<file path="config.mk">
export PLATFORM = sky130hd
export DESIGN_NAME = battery_gauge_smoother
export DESIGN_NICKNAME = d
export VERILOG_FILES = /design/src/sv/bgs_pkg.sv /design/src/sv/bgs_cfg_regs.sv /design/src/sv/bgs_ring.sv /design/src/sv/bgs_pct_map.sv /design/src/sv/battery_gauge_smoother.sv
export SDC_FILE = /design/constraint.sdc
export NUM_CORES = 2
export LEC_CHECK = 0
export ABC_AREA = 1
export BUFFER_PORTS_ARGS = -buffer_cell sky130_fd_sc_hd__buf_4
export CORE_MARGIN = 4
export CORE_UTILIZATION = 65
export CTS_CLUSTER_SIZE = 30
export DETAILED_ROUTE_END_ITERATION = 8
export PLACE_DENSITY = 0.84
export SYNTH_ARGS = -nofsm -noshare
export SYNTH_HDL_FRONTEND = slang
export SYNTH_SLANG_ARGS = --single-unit
</file>
<file path="constraint.sdc">
create_clock -name clk_i -period 13.3 [get_ports clk_i]
set_clock_uncertainty 0.1 [all_clocks]
set_input_delay 1.33 -clock clk_i [delete_from_list [all_inputs] [get_ports clk_i]]
set_output_delay 1.33 -clock clk_i [all_outputs]
set_load 0.05 [all_outputs]
</file>
<file path="src/sv/bgs_pkg.sv">
// ----------------------------------------------------------------------------
// Battery gauge smoother package
// Shared widths, codes, register layout and the LiPo discharge curve.
// ----------------------------------------------------------------------------
package bgs_pkg;

  localparam int unsigned RING_DEPTH_DEF = 20;

  localparam int unsigned ADC_W     = 12;
  localparam int unsigned GAIN_W    = 18;
  localparam int unsigned MV_W      = 13;
  localparam int unsigned PCT_W     = 7;
  localparam int unsigned PERIODS_W = 10;
  localparam int unsigned ELAPSED_W = 11;
  localparam int unsigned PADDR_W   = 5;
  localparam int unsigned PDATA_W   = 32;

  localparam int unsigned MV_MAX      = 8191;
  localparam int unsigned ELAPSED_MAX = 2047;
  localparam int unsigned PCT_FULL    = 100;

  // raw / 5 for raw <= 100 as (raw * 205) >> 10
  localparam int unsigned SNAP_RECIP = 205;
  localparam int unsigned SNAP_SH    = 10;

  localparam int unsigned LUT_LAST = 10;

  localparam logic [GAIN_W-1:0]    RST_MV_PER_COUNT   = GAIN_W'(97089);
  localparam logic [MV_W-1:0]      RST_FULL_LOCK_MV   = MV_W'(4200);
  localparam logic [MV_W-1:0]      RST_LOW_CUTOFF_MV  = MV_W'(3200);
  localparam logic [PERIODS_W-1:0] RST_FULL_LOCK_PER  = PERIODS_W'(180);
  localparam logic [PERIODS_W-1:0] RST_SHUTDOWN_PER   = PERIODS_W'(5);
  localparam logic [PCT_W-1:0]     RST_RISE_MARGIN    = PCT_W'(7);
  localparam logic [PCT_W-1:0]     RST_FALL_MARGIN    = PCT_W'(3);

  typedef enum logic [2:0] {
    REG_MV_PER_COUNT  = 3'd0,
    REG_FULL_LOCK_MV  = 3'd1,
    REG_LOW_CUTOFF_MV = 3'd2,
    REG_FULL_LOCK_PER = 3'd3,
    REG_SHUTDOWN_PER  = 3'd4,
    REG_RISE_MARGIN   = 3'd5,
    REG_FALL_MARGIN   = 3'd6
  } bgs_reg_e;

  typedef enum logic [1:0] {
    STATUS_BATTERY  = 2'd0,
    STATUS_CHARGING = 2'd1,
    STATUS_FULL     = 2'd2
  } charge_status_e;

  typedef enum logic [3:0] {
    ST_IDLE,
    ST_SCALE,
    ST_PRIME,
    ST_ACCUM,
    ST_DIV_MUL,
    ST_DIV_FIX,
    ST_MAP_SEG,
    ST_MAP_INT,
    ST_LOCK,
    ST_UPDATE,
    ST_DONE
  } bgs_state_e;

  typedef struct packed {
    logic [GAIN_W-1:0]    mv_per_count_q16;
    logic [MV_W-1:0]      full_lock_mv;
    logic [MV_W-1:0]      low_cutoff_mv;
    logic [PERIODS_W-1:0] full_lock_periods;
    logic [PERIODS_W-1:0] shutdown_periods;
    logic [PCT_W-1:0]     rise_margin;
    logic [PCT_W-1:0]     fall_margin;
  } bgs_cfg_t;

  function automatic logic [MV_W-1:0] lut_mv(input logic [3:0] idx);
    logic [MV_W-1:0] v;
    unique case (idx)
      4'd0:    v = MV_W'(4150);
      4'd1:    v = MV_W'(4000);
      4'd2:    v = MV_W'(3900);
      4'd3:    v = MV_W'(3800);
      4'd4:    v = MV_W'(3700);
      4'd5:    v = MV_W'(3600);
      4'd6:    v = MV_W'(3500);
      4'd7:    v = MV_W'(3400);
      4'd8:    v = MV_W'(3350);
      4'd9:    v = MV_W'(3300);
      4'd10:   v = MV_W'(3200);
      default: v = '0;
    endcase
    return v;
  endfunction

  function automatic logic [PCT_W-1:0] lut_pct(input logic [3:0] idx);
    logic [PCT_W-1:0] v;
    unique case (idx)
      4'd0:    v = PCT_W'(100);
      4'd1:    v = PCT_W'(90);
      4'd2:    v = PCT_W'(80);
      4'd3:    v = PCT_W'(70);
      4'd4:    v = PCT_W'(60);
      4'd5:    v = PCT_W'(50);
      4'd6:    v = PCT_W'(40);
      4'd7:    v = PCT_W'(30);
      4'd8:    v = PCT_W'(20);
      4'd9:    v = PCT_W'(10);
      default: v = '0;
    endcase
    return v;
  endfunction

  // millivolts per percent step of segment k (segment span / 10)
  function automatic logic [3:0] seg_step(input logic [3:0] k);
    logic [3:0] v;
    unique case (k)
      4'd0:    v = 4'd15;
      4'd7:    v = 4'd5;
      4'd8:    v = 4'd5;
      default: v = 4'd10;
    endcase
    return v;
  endfunction

endpackage

</file>
<file path="src/sv/bgs_cfg_regs.sv">
// ----------------------------------------------------------------------------
// Battery gauge smoother configuration registers
// APB-style register file holding calibration, thresholds and margins.
// ----------------------------------------------------------------------------
module bgs_cfg_regs (
  input  logic                          clk_i,
  input  logic                          rst_ni,
  input  logic                          psel,
  input  logic                          penable,
  input  logic                          pwrite,
  input  logic [bgs_pkg::PADDR_W-1:0]   paddr,
  input  logic [bgs_pkg::PDATA_W-1:0]   pwdata,
  output logic [bgs_pkg::PDATA_W-1:0]   prdata,
  output logic                          pready,
  output bgs_pkg::bgs_cfg_t             cfg_o
);

  bgs_pkg::bgs_cfg_t cfg_q;
  bgs_pkg::bgs_reg_e reg_idx;
  logic              wr_en;

  assign reg_idx = bgs_pkg::bgs_reg_e'(paddr[bgs_pkg::PADDR_W-1:2]);
  assign wr_en   = psel && penable && pwrite;
  assign pready  = 1'b1;
  assign cfg_o   = cfg_q;

  always_ff @(posedge clk_i or negedge rst_ni) begin
    if (!rst_ni) begin
      cfg_q.mv_per_count_q16  <= bgs_pkg::RST_MV_PER_COUNT;
      cfg_q.full_lock_mv      <= bgs_pkg::RST_FULL_LOCK_MV;
      cfg_q.low_cutoff_mv     <= bgs_pkg::RST_LOW_CUTOFF_MV;
      cfg_q.full_lock_periods <= bgs_pkg::RST_FULL_LOCK_PER;
      cfg_q.shutdown_periods  <= bgs_pkg::RST_SHUTDOWN_PER;
      cfg_q.rise_margin       <= bgs_pkg::RST_RISE_MARGIN;
      cfg_q.fall_margin       <= bgs_pkg::RST_FALL_MARGIN;
    end else if (wr_en) begin
      unique case (reg_idx)
        bgs_pkg::REG_MV_PER_COUNT:
          cfg_q.mv_per_count_q16 <= pwdata[bgs_pkg::GAIN_W-1:0];
        bgs_pkg::REG_FULL_LOCK_MV:
          cfg_q.full_lock_mv <= pwdata[bgs_pkg::MV_W-1:0];
        bgs_pkg::REG_LOW_CUTOFF_MV:
          cfg_q.low_cutoff_mv <= pwdata[bgs_pkg::MV_W-1:0];
        bgs_pkg::REG_FULL_LOCK_PER:
          cfg_q.full_lock_periods <= pwdata[bgs_pkg::PERIODS_W-1:0];
        bgs_pkg::REG_SHUTDOWN_PER:
          cfg_q.shutdown_periods <= pwdata[bgs_pkg::PERIODS_W-1:0];
        bgs_pkg::REG_RISE_MARGIN:
          cfg_q.rise_margin <= pwdata[bgs_pkg::PCT_W-1:0];
        bgs_pkg::REG_FALL_MARGIN:
          cfg_q.fall_margin <= pwdata[bgs_pkg::PCT_W-1:0];
        default: ;
      endcase
    end
  end

  always_comb begin
    unique case (reg_idx)
      bgs_pkg::REG_MV_PER_COUNT:  prdata = bgs_pkg::PDATA_W'(cfg_q.mv_per_count_q16);
      bgs_pkg::REG_FULL_LOCK_MV:  prdata = bgs_pkg::PDATA_W'(cfg_q.full_lock_mv);
      bgs_pkg::REG_LOW_CUTOFF_MV: prdata = bgs_pkg::PDATA_W'(cfg_q.low_cutoff_mv);
      bgs_pkg::REG_FULL_LOCK_PER: prdata = bgs_pkg::PDATA_W'(cfg_q.full_lock_periods);
      bgs_pkg::REG_SHUTDOWN_PER:  prdata = bgs_pkg::PDATA_W'(cfg_q.shutdown_periods);
      bgs_pkg::REG_RISE_MARGIN:   prdata = bgs_pkg::PDATA_W'(cfg_q.rise_margin);
      bgs_pkg::REG_FALL_MARGIN:   prdata = bgs_pkg::PDATA_W'(cfg_q.fall_margin);
      default:                    prdata = '0;
    endcase
  end

endmodule

</file>
<file path="src/sv/bgs_ring.sv">
// ----------------------------------------------------------------------------
// Battery gauge smoother sample ring
// Single-port-write, registered-read memory holding the millivolt history.
// ----------------------------------------------------------------------------
module bgs_ring #(
  parameter int unsigned DEPTH = bgs_pkg::RING_DEPTH_DEF
) (
  input  logic                          clk_i,
  input  logic                          we_i,
  input  logic [$clog2(DEPTH)-1:0]      waddr_i,
  input  logic [bgs_pkg::MV_W-1:0]      wdata_i,
  input  logic [$clog2(DEPTH)-1:0]      raddr_i,
  output logic [bgs_pkg::MV_W-1:0]      rdata_o
);

  logic [bgs_pkg::MV_W-1:0] mem [DEPTH];
  logic [bgs_pkg::MV_W-1:0] rdata_q;

  always_ff @(posedge clk_i) begin
    if (we_i) begin
      mem[waddr_i] <= wdata_i;
    end
    rdata_q <= mem[raddr_i];
  end

  assign rdata_o = rdata_q;

endmodule

</file>
<file path="src/sv/bgs_pct_map.sv">
// ----------------------------------------------------------------------------
// Battery gauge smoother percentage map
// Two-stage piecewise-linear lookup from millivolts to raw percent.
// ----------------------------------------------------------------------------
module bgs_pct_map (
  input  logic                       clk_i,
  input  logic [bgs_pkg::MV_W-1:0]   mv_i,
  output logic [bgs_pkg::PCT_W-1:0]  raw_o
);

  logic [3:0]               seg_k;
  logic [bgs_pkg::MV_W-1:0] seg_d;
  logic                     sat_hi_q;
  logic                     sat_lo_q;
  logic [3:0]               seg_k_q;
  logic [7:0]               seg_d_q;
  logic [3:0]               step;
  logic [3:0]               quo;

  // segment index: count of curve points 1 to 10 at or above the input
  always_comb begin
    seg_k = '0;
    for (int j = 1; j <= int'(bgs_pkg::LUT_LAST); j++) begin
      seg_k = seg_k + 4'(bgs_pkg::lut_mv(4'(j)) >= mv_i);
    end
    seg_d = mv_i - bgs_pkg::lut_mv(seg_k + 4'd1);
  end

  always_ff @(posedge clk_i) begin
    sat_hi_q <= mv_i >= bgs_pkg::lut_mv(4'd0);
    sat_lo_q <= mv_i <= bgs_pkg::lut_mv(4'(bgs_pkg::LUT_LAST));
    seg_k_q  <= seg_k;
    seg_d_q  <= seg_d[7:0];
  end

  // interpolate: count whole percent steps covered
  always_comb begin
    step = bgs_pkg::seg_step(seg_k_q);
    quo  = '0;
    for (int j = 1; j <= int'(bgs_pkg::LUT_LAST); j++) begin
      quo = quo + 4'(seg_d_q >= ({4'd0, step} * 8'(j)));
    end
  end

  always_comb begin
    priority if (sat_hi_q) begin
      raw_o = bgs_pkg::PCT_W'(bgs_pkg::PCT_FULL);
    end else if (sat_lo_q) begin
      raw_o = '0;
    end else begin
      raw_o = bgs_pkg::lut_pct(seg_k_q + 4'd1) + bgs_pkg::PCT_W'(quo);
    end
  end

endmodule

</file>
<file path="src/sv/battery_gauge_smoother.sv">
// ----------------------------------------------------------------------------
// Battery gauge smoother
// Each beat passes the scale, accumulate, divide, map, lock and update states;
// the first beat after reset primes in place of accumulate and divide, and a
// result waits out output stalls. Throughput: one item at a time, set by the
// ring memory read, reciprocal-multiply mean and two-stage curve lookup.
// Reset clears control state and loads register defaults; first beat seeds ring.
// ----------------------------------------------------------------------------
module battery_gauge_smoother #(
  parameter int unsigned RING_DEPTH = bgs_pkg::RING_DEPTH_DEF
) (
  input  logic                          clk_i,
  input  logic                          rst_ni,
  input  logic                          in_valid_i,
  output logic                          in_stall_o,
  input  logic [bgs_pkg::ADC_W-1:0]     adc_sample_i,
  input  logic                          charging_i,
  input  logic                          charge_full_i,
  output logic                          out_valid_o,
  input  logic                          out_stall_i,
  output logic [bgs_pkg::PCT_W-1:0]     percent_o,
  output logic [bgs_pkg::MV_W-1:0]      mean_mv_o,
  output logic [1:0]                    charge_status_o,
  output logic                          shutdown_request_o,
  input  logic                          psel,
  input  logic                          penable,
  input  logic                          pwrite,
  input  logic [bgs_pkg::PADDR_W-1:0]   paddr,
  input  logic [bgs_pkg::PDATA_W-1:0]   pwdata,
  output logic [bgs_pkg::PDATA_W-1:0]   prdata,
  output logic                          pready
);

  localparam int unsigned POS_W    = $clog2(RING_DEPTH);
  localparam int unsigned TOTAL_W  = $clog2(bgs_pkg::MV_MAX * RING_DEPTH + 1);
  localparam int unsigned PROD_W   = 2 * TOTAL_W;
  localparam int unsigned RECIP_SH = TOTAL_W;
  localparam logic [TOTAL_W-1:0] RECIP   = TOTAL_W'((2 ** RECIP_SH) / RING_DEPTH);
  localparam logic [TOTAL_W-1:0] DEPTH_T = TOTAL_W'(RING_DEPTH);
  localparam logic [POS_W-1:0]   POS_LAST = POS_W'(RING_DEPTH - 1);
  localparam int unsigned SCALE_W  = bgs_pkg::ADC_W + bgs_pkg::GAIN_W;
  localparam int unsigned SNAP_W   = bgs_pkg::PCT_W + 8;
  localparam int unsigned Q5_W     = SNAP_W - bgs_pkg::SNAP_SH;
  localparam logic [bgs_pkg::PCT_W-1:0] PCT_FULL_V = bgs_pkg::PCT_W'(bgs_pkg::PCT_FULL);
  localparam logic [bgs_pkg::ELAPSED_W-1:0] EL_MAX =
    bgs_pkg::ELAPSED_W'(bgs_pkg::ELAPSED_MAX);

  bgs_pkg::bgs_cfg_t   cfg;
  bgs_pkg::bgs_state_e state_q, state_d;

  logic in_accept, ring_we, out_load, out_free;

  // control state
  logic [POS_W-1:0]              pos_q;
  logic                          wrapped_q;
  logic [TOTAL_W-1:0]            total_q;
  logic                          primed_q;
  logic                          full_wait_q, low_wait_q;
  logic [bgs_pkg::ELAPSED_W-1:0] full_el_q, low_el_q;
  logic [bgs_pkg::PCT_W-1:0]     shown_q;
  logic                          out_valid_q;

  // payload
  logic [bgs_pkg::ADC_W-1:0]     adc_q;
  logic                          chg_q, full_q;
  logic [bgs_pkg::MV_W-1:0]      mv_q, prime_mv_q, mean_q;
  logic [PROD_W-1:0]             prod_q;
  logic [bgs_pkg::PCT_W-1:0]     raw_fin_q;
  logic [bgs_pkg::PCT_W-1:0]     res_pct_q, out_pct_q;
  logic [bgs_pkg::MV_W-1:0]      res_mean_q, out_mean_q;
  bgs_pkg::charge_status_e       res_status_q, out_status_q;
  logic                          res_shut_q, out_shut_q;

  // datapath
  logic [SCALE_W-1:0]            scale_prod;
  logic [bgs_pkg::MV_W-1:0]      mv_d;
  logic [bgs_pkg::MV_W-1:0]      ring_rdata, old_mv;
  logic [TOTAL_W-1:0]            total_d, total_prime;
  logic [TOTAL_W-1:0]            q0, q0_times, rem, qc;
  logic [bgs_pkg::MV_W-1:0]      mean_d;
  logic [bgs_pkg::PCT_W-1:0]     map_raw;
  logic                          full_ge, lock;
  logic [bgs_pkg::ELAPSED_W-1:0] full_el_inc, low_el_inc;
  logic [bgs_pkg::PCT_W-1:0]     raw_fin_d;
  logic [SNAP_W-1:0]             snap_prod;
  logic [Q5_W-1:0]               q5;
  logic [bgs_pkg::PCT_W-1:0]     target_snap, target, shown_d;
  logic                          low_cond, shutdown;
  bgs_pkg::charge_status_e       status;

  bgs_cfg_regs u_bgs_cfg_regs (
    .clk_i   (clk_i),
    .rst_ni  (rst_ni),
    .psel    (psel),
    .penable (penable),
    .pwrite  (pwrite),
    .paddr   (paddr),
    .pwdata  (pwdata),
    .prdata  (prdata),
    .pready  (pready),
    .cfg_o   (cfg)
  );

  bgs_ring #(
    .DEPTH (RING_DEPTH)
  ) u_bgs_ring (
    .clk_i   (clk_i),
    .we_i    (ring_we),
    .waddr_i (pos_q),
    .wdata_i (mv_q),
    .raddr_i (pos_q),
    .rdata_o (ring_rdata)
  );

  bgs_pct_map u_bgs_pct_map (
    .clk_i (clk_i),
    .mv_i  (mean_q),
    .raw_o (map_raw)
  );

  // ---------------------------------------------------------------- sequencer
  assign out_free  = !out_valid_q || !out_stall_i;
  assign in_accept = in_valid_i && !in_stall_o;

  always_comb begin
    state_d = state_q;
    unique case (state_q)
      bgs_pkg::ST_IDLE:    if (in_valid_i) state_d = bgs_pkg::ST_SCALE;
      bgs_pkg::ST_SCALE:   state_d = primed_q ? bgs_pkg::ST_ACCUM : bgs_pkg::ST_PRIME;
      bgs_pkg::ST_PRIME:   state_d = bgs_pkg::ST_MAP_SEG;
      bgs_pkg::ST_ACCUM:   state_d = bgs_pkg::ST_DIV_MUL;
      bgs_pkg::ST_DIV_MUL: state_d = bgs_pkg::ST_DIV_FIX;
      bgs_pkg::ST_DIV_FIX: state_d = bgs_pkg::ST_MAP_SEG;
      bgs_pkg::ST_MAP_SEG: state_d = bgs_pkg::ST_MAP_INT;
      bgs_pkg::ST_MAP_INT: state_d = bgs_pkg::ST_LOCK;
      bgs_pkg::ST_LOCK:    state_d = bgs_pkg::ST_UPDATE;
      bgs_pkg::ST_UPDATE:  state_d = bgs_pkg::ST_DONE;
      bgs_pkg::ST_DONE:    if (out_free) state_d = bgs_pkg::ST_IDLE;
      default:             state_d = bgs_pkg::ST_IDLE;
    endcase
  end

  always_comb begin
    in_stall_o = 1'b1;
    ring_we    = 1'b0;
    out_load   = 1'b0;
    unique case (state_q)
      bgs_pkg::ST_IDLE:  in_stall_o = 1'b0;
      bgs_pkg::ST_ACCUM: ring_we    = 1'b1;
      bgs_pkg::ST_DONE:  out_load   = out_free;
      default: ;
    endcase
  end

  // ---------------------------------------------------------------- datapath
  assign scale_prod = SCALE_W'(adc_q) * SCALE_W'(cfg.mv_per_count_q16);
  assign mv_d = (scale_prod[SCALE_W-1:16] > (SCALE_W - 16)'(bgs_pkg::MV_MAX)) ?
                bgs_pkg::MV_W'(bgs_pkg::MV_MAX) : scale_prod[16 +: bgs_pkg::MV_W];

  assign old_mv      = wrapped_q ? ring_rdata : prime_mv_q;
  assign total_d     = total_q - TOTAL_W'(old_mv) + TOTAL_W'(mv_q);
  assign total_prime = TOTAL_W'(mv_q) * DEPTH_T;

  assign q0       = prod_q[PROD_W-1:RECIP_SH];
  assign q0_times = q0 * DEPTH_T;
  assign rem      = total_q - q0_times;
  assign qc       = q0 + TOTAL_W'(rem >= DEPTH_T);
  assign mean_d   = (qc > TOTAL_W'(bgs_pkg::MV_MAX)) ?
                    bgs_pkg::MV_W'(bgs_pkg::MV_MAX) : qc[bgs_pkg::MV_W-1:0];

  assign full_ge     = mean_q >= cfg.full_lock_mv;
  assign full_el_inc = (full_el_q == EL_MAX) ? full_el_q : full_el_q + 1'b1;
  assign lock        = primed_q && full_ge && full_wait_q &&
                       (full_el_inc > bgs_pkg::ELAPSED_W'(cfg.full_lock_periods));
  assign raw_fin_d   = lock ? PCT_FULL_V : map_raw;

  assign snap_prod   = SNAP_W'(raw_fin_q) * SNAP_W'(bgs_pkg::SNAP_RECIP);
  assign q5          = snap_prod[SNAP_W-1:bgs_pkg::SNAP_SH];
  assign target_snap = bgs_pkg::PCT_W'({q5, 2'b00}) + bgs_pkg::PCT_W'(q5);
  assign target      = full_q ? PCT_FULL_V : target_snap;

  always_comb begin
    shown_d = shown_q;
    priority if (!primed_q) begin
      shown_d = target_snap;
    end else if (full_q) begin
      shown_d = PCT_FULL_V;
    end else if (target > shown_q) begin
      if ({1'b0, raw_fin_q} >= {1'b0, shown_q} + {1'b0, cfg.rise_margin}) begin
        shown_d = target;
      end
    end else if (target < shown_q) begin
      if ({1'b0, raw_fin_q} + {1'b0, cfg.fall_margin} <= {1'b0, shown_q}) begin
        shown_d = target;
      end
    end
  end

  assign low_cond   = ((shown_d == '0) || (mean_q <= cfg.low_cutoff_mv)) && !chg_q;
  assign low_el_inc = (low_el_q == EL_MAX) ? low_el_q : low_el_q + 1'b1;
  assign shutdown   = primed_q && low_cond && low_wait_q &&
                      (low_el_inc > bgs_pkg::ELAPSED_W'(cfg.shutdown_periods));
  assign status     = full_q ? bgs_pkg::STATUS_FULL :
                      (chg_q ? bgs_pkg::STATUS_CHARGING : bgs_pkg::STATUS_BATTERY);

  always_ff @(posedge clk_i or negedge rst_ni) begin
    if (!rst_ni) begin
      state_q     <= bgs_pkg::ST_IDLE;
      pos_q       <= '0;
      wrapped_q   <= 1'b0;
      total_q     <= '0;
      primed_q    <= 1'b0;
      full_wait_q <= 1'b0;
      full_el_q   <= '0;
      low_wait_q  <= 1'b0;
      low_el_q    <= '0;
      shown_q     <= '0;
      out_valid_q <= 1'b0;
    end else begin
      state_q <= state_d;
      if (state_q == bgs_pkg::ST_PRIME) begin
        total_q <= total_prime;
      end
      if (state_q == bgs_pkg::ST_ACCUM) begin
        total_q <= total_d;
        if (pos_q == POS_LAST) begin
          pos_q     <= '0;
          wrapped_q <= 1'b1;
        end else begin
          pos_q <= pos_q + 1'b1;
        end
      end
      if (state_q == bgs_pkg::ST_LOCK && primed_q) begin
        full_wait_q <= full_ge;
        full_el_q   <= (full_ge && full_wait_q) ? full_el_inc : '0;
      end
      if (state_q == bgs_pkg::ST_UPDATE) begin
        shown_q  <= shown_d;
        primed_q <= 1'b1;
        if (primed_q) begin
          low_wait_q <= low_cond;
          low_el_q   <= (low_cond && low_wait_q) ? low_el_inc : '0;
        end
      end
      if (out_load) begin
        out_valid_q <= 1'b1;
      end else if (!out_stall_i) begin
        out_valid_q <= 1'b0;
      end
    end
  end

  always_ff @(posedge clk_i) begin
    if (in_accept) begin
      adc_q  <= adc_sample_i;
      full_q <= charge_full_i;
      chg_q  <= charging_i && !charge_full_i;
    end
    if (state_q == bgs_pkg::ST_SCALE) begin
      mv_q <= mv_d;
    end
    if (state_q == bgs_pkg::ST_PRIME) begin
      prime_mv_q <= mv_q;
      mean_q     <= mv_q;
    end
    if (state_q == bgs_pkg::ST_DIV_MUL) begin
      prod_q <= PROD_W'(total_q) * PROD_W'(RECIP);
    end
    if (state_q == bgs_pkg::ST_DIV_FIX) begin
      mean_q <= mean_d;
    end
    if (state_q == bgs_pkg::ST_LOCK) begin
      raw_fin_q <= raw_fin_d;
    end
    if (state_q == bgs_pkg::ST_UPDATE) begin
      res_pct_q    <= shown_d;
      res_mean_q   <= mean_q;
      res_status_q <= status;
      res_shut_q   <= shutdown;
    end
    if (out_load) begin
      out_pct_q    <= res_pct_q;
      out_mean_q   <= res_mean_q;
      out_status_q <= res_status_q;
      out_shut_q   <= res_shut_q;
    end
  end

  assign out_valid_o        = out_valid_q;
  assign percent_o          = out_pct_q;
  assign mean_mv_o          = out_mean_q;
  assign charge_status_o    = out_status_q;
  assign shutdown_request_o = out_shut_q;

endmodule

</file>
==> key figures <==
Yosys
  – Asr flop ratio synth: approximately a quarter
  – Netlist Area Pre-Place: 41100 um2
  – Synth Instances: 4379
  – Sequential share of the synthesized area: 37.6%
  – Post-synth top flop: edfxtp_1
  – Syn avg cell area: roughly 9.4 um2
  – YS warnings: 0
  – Yosys cell types: 67
  – EDFF count, synth: 380
  – Post-synthesis register bit count: 546

STA
  – Final setup vio count: 0
  – Tcrit/Tclk final: 53.3%
  – Hold WS: ~320 ps
  – Max Freq: 141 MHz
  – RSZ-0062 raised after global routing: no
  – Number of hold violations in the final report: 0
  – Worst-margin pin slew: 1310 ps
  – Setup TNS: 0 ps
  – Slew Limit Fails: 0
  – Post-layout minimum cycle time: slightly above 7000 ps
  – Slew margin rel.: 12.1%

Setup path
  – Crit-path max FO: 7
  – R2R Path End: raw_fin_q[6]
  – Critical Path Most Common Cell: inv_1
  – R2r worst-path depth: 33
  – Critical Path RT: 13530 ps
  – Kind of end point of the critical path: register
  – Startpoint Class: register
  – WP data arrival: about 7300 ps
  – Setup CP Type: reg -> reg
  – R2R Setup Slk: about 6200 ps
  – Worst R2R Start: u_bgs_pct_map.seg_k_q[0]
  – Crit-path max cell delay: 540 ps
  – Slowest cell on crit path: fa_1

Clock tree
  – CTS tree: done
  – H-tree depth: 2
  – Clk sinks: 546
  – CTS max path bufs: 3
  – Clock root buffer: clkbuf_16
  – Number of buffers created by CTS: 59
  – Setup bufs post-CTS: 0
  – Worst-skew pair later-pin latency: 660 ps
  – Hold-fix buffers, CTS: 0
  – Post-cts resize count: 0
  – Reg clk slew, reported paths: 60 ps

Global route
  – Number of global-route vias before repair: 31300
  – Initial antenna violation count: 1
  – Total track usage: ~30%
  – First-pass GRT wire length: 162000 um
  – Largest net degree at the start of global routing: 93
  – Congestion Overflow GR: 0

Floorplanning
  – Die area: ~67000 um2
  – Die W: between 200 and 300 um
  – Initial Util: 66.1%
  – Row count: slightly above 90
  – Die height: 260 um
  – Core Footprint: 62200 um2
  – IO Pins: 116

Final layout
  – Commonest cells after routing, fill and taps aside: 751 x inv_1, 746 x nand2_1, 463 x ha_1
  – # nets final: 5245
  – Most common cell after layout, fill and taps aside: inv_1
  – Area Growth Syn to Fin: 8.55%
  – Ant diodes: 0
  – Share of post-route cells with drive strength above 1: under 10%

Route
  – DRC Markers: 0
  – DRT Wirelength: just over 100000 um
  – DRT iter0 DRCs: between 3000 and 4000
  – Vias per cell: 5.91
  – Pre-Repair DR Iteration Count: 8
  – Detail Route Antenna Nets: 0
  – Vias: 31500
  – Post-DR wirelength/cell: 18.9 um

Status
  – Status: completed

Place
  – Placer Congestion: 0.913
  – # port buffers: 84
  – HPWL after detailed placement: approximately 72000 um

Worst hold path
  – Hold depth: 0
  – Hold Path End: mean_mv_o[2]
  – Hold Startpoint: res_mean_q[2]
  – Worst min-delay path class: reg -> reg

Job
  – Max-cap violation count: 0
==> state kept, by name, indices dropped and copies added (netlist names), 2 cells and up <==
register,flops
adc_q,12
charge_status_o,2
full_el_q,11
low_el_q,11
mean_mv_o,13
mean_q,13
mv_q,13
percent_o,7
pos_q,5
prime_mv_q,13
prod_q,14
raw_fin_q,7
res_mean_q,13
res_pct_q,7
res_status_q,2
shown_q,7
state_q,4
total_q,18
u_bgs_cfg_regs.cfg_o,78
u_bgs_pct_map.seg_d_q,8
u_bgs_pct_map.seg_k_q,4
u_bgs_ring.mem,260
u_bgs_ring.rdata_o,13
==> worst max-delay path, delay by kind of cell, from the launching register on <==
family	cells	cell delay, ps
flip-flops	1	420
adder cells (fa/ha/maj)	8	3100
AND/OR/NAND/NOR	9	1270
buffers and inverters	10	1020
AO/OA/AOI/OAI	6	900
==> layout make-up <==
cell class / instances / area, um2
Clock buffer: 73 / 1560
Clock inverter: 38 / 468
Fill cell: 4330 / 17500
Inverter: 763 / 2870
Multi-Input combinational cell: 2953 / 22300
Sequential cell: 546 / 15500
Tap cell: 837 / 1050
Timing Repair Buffer: 123 / 927
==> worst max-delay path by stage <==
stage | slack (ps) | startpoint | depth (start not counted) | end
2_1_floorplan | 7040 | u_bgs_pct_map.seg_k_q[0] | 33 | raw_fin_q[6]
3_3_place_gp | 6440 | u_bgs_pct_map.seg_k_q[0] | 33 | raw_fin_q[6]
3_5_place_dp | 6250 | u_bgs_pct_map.seg_k_q[0] | 33 | raw_fin_q[6]
4_1_cts | 6230 | u_bgs_pct_map.seg_k_q[0] | 33 | raw_fin_q[6]
5_1_grt | 5620 | u_bgs_pct_map.seg_k_q[0] | 33 | raw_fin_q[6]
6_report | 6210 | u_bgs_pct_map.seg_k_q[0] | 33 | raw_fin_q[6]
==> through the flow <==
step / util, % / instance area (um2) / setup WS (ps) / std cells
finish: 71.8 / 44600 / 6210 / 5333
detailed placement: 68.5 / 42600 / 6250 / 5222
floorplan: - / 41200 / 7040 / 4394
global route: 71.8 / 44600 / 5620 / 5333
global placement: 68.5 / 42600 / 6440 / 5222
CTS: 71.8 / 44600 / 6230 / 5333
==> cells by family (layout without fill, tap and decap cells) <==
group                      Yosys count  in the layout  share of synthesized area (%)
DFF                                546            546                           37.6
muxes                                1              1                         0.0243
AOI/OAI and AO/OA                  772            772                           10.9
xor gates and xnor gates           109            109                           2.36
and+or+nand+nor                   1313           1313                           13.1
buffers and inverters              895            997                           8.33
other                                2             17                         0.0183
adders and majority gates          741            741                           27.6
==> cell usage after synthesis (all sizes together), types with 6 or more instances <==
library cell	count	area [um2]
a211oi	10	75.1
a21o	16	120
a21oi	196	988
a221o	13	130
a22oi	9	67.6
a31oi	24	150
buf	24	158
clkbuf	108	405
dfrtp	112	2800
dfstp	27	709
dfxtp	27	541
edfxtp	380	11400
fa	278	5570
ha	463	5790
inv	759	2850
nand2	758	2880
nand3	90	510
nand3b	6	48.8
nand4	36	238
nor2	358	1350
nor3	36	180
nor4	7	43.8
o211ai	14	110
o21ai	322	1620
o21bai	27	221
o221ai	21	184
o22ai	84	526
o31ai	9	67.6
or2	14	87.6
xnor2	31	272
xor2	78	698
==> metal layers <==
metal / part of all wire, % / global-route usage [%] / wire (um)
met1: 39 / 39.8 / 38900
met2: 47 / 49.2 / 47400
met3: 9.7 / 5.42 / 9800
met4: 4.4 / 12.4 / 4400
met5: 0.033 / 0 / 33
Power is not shown: default switching activity piles up to over one toggle a cycle in this logic, so the estimate is an artifact.
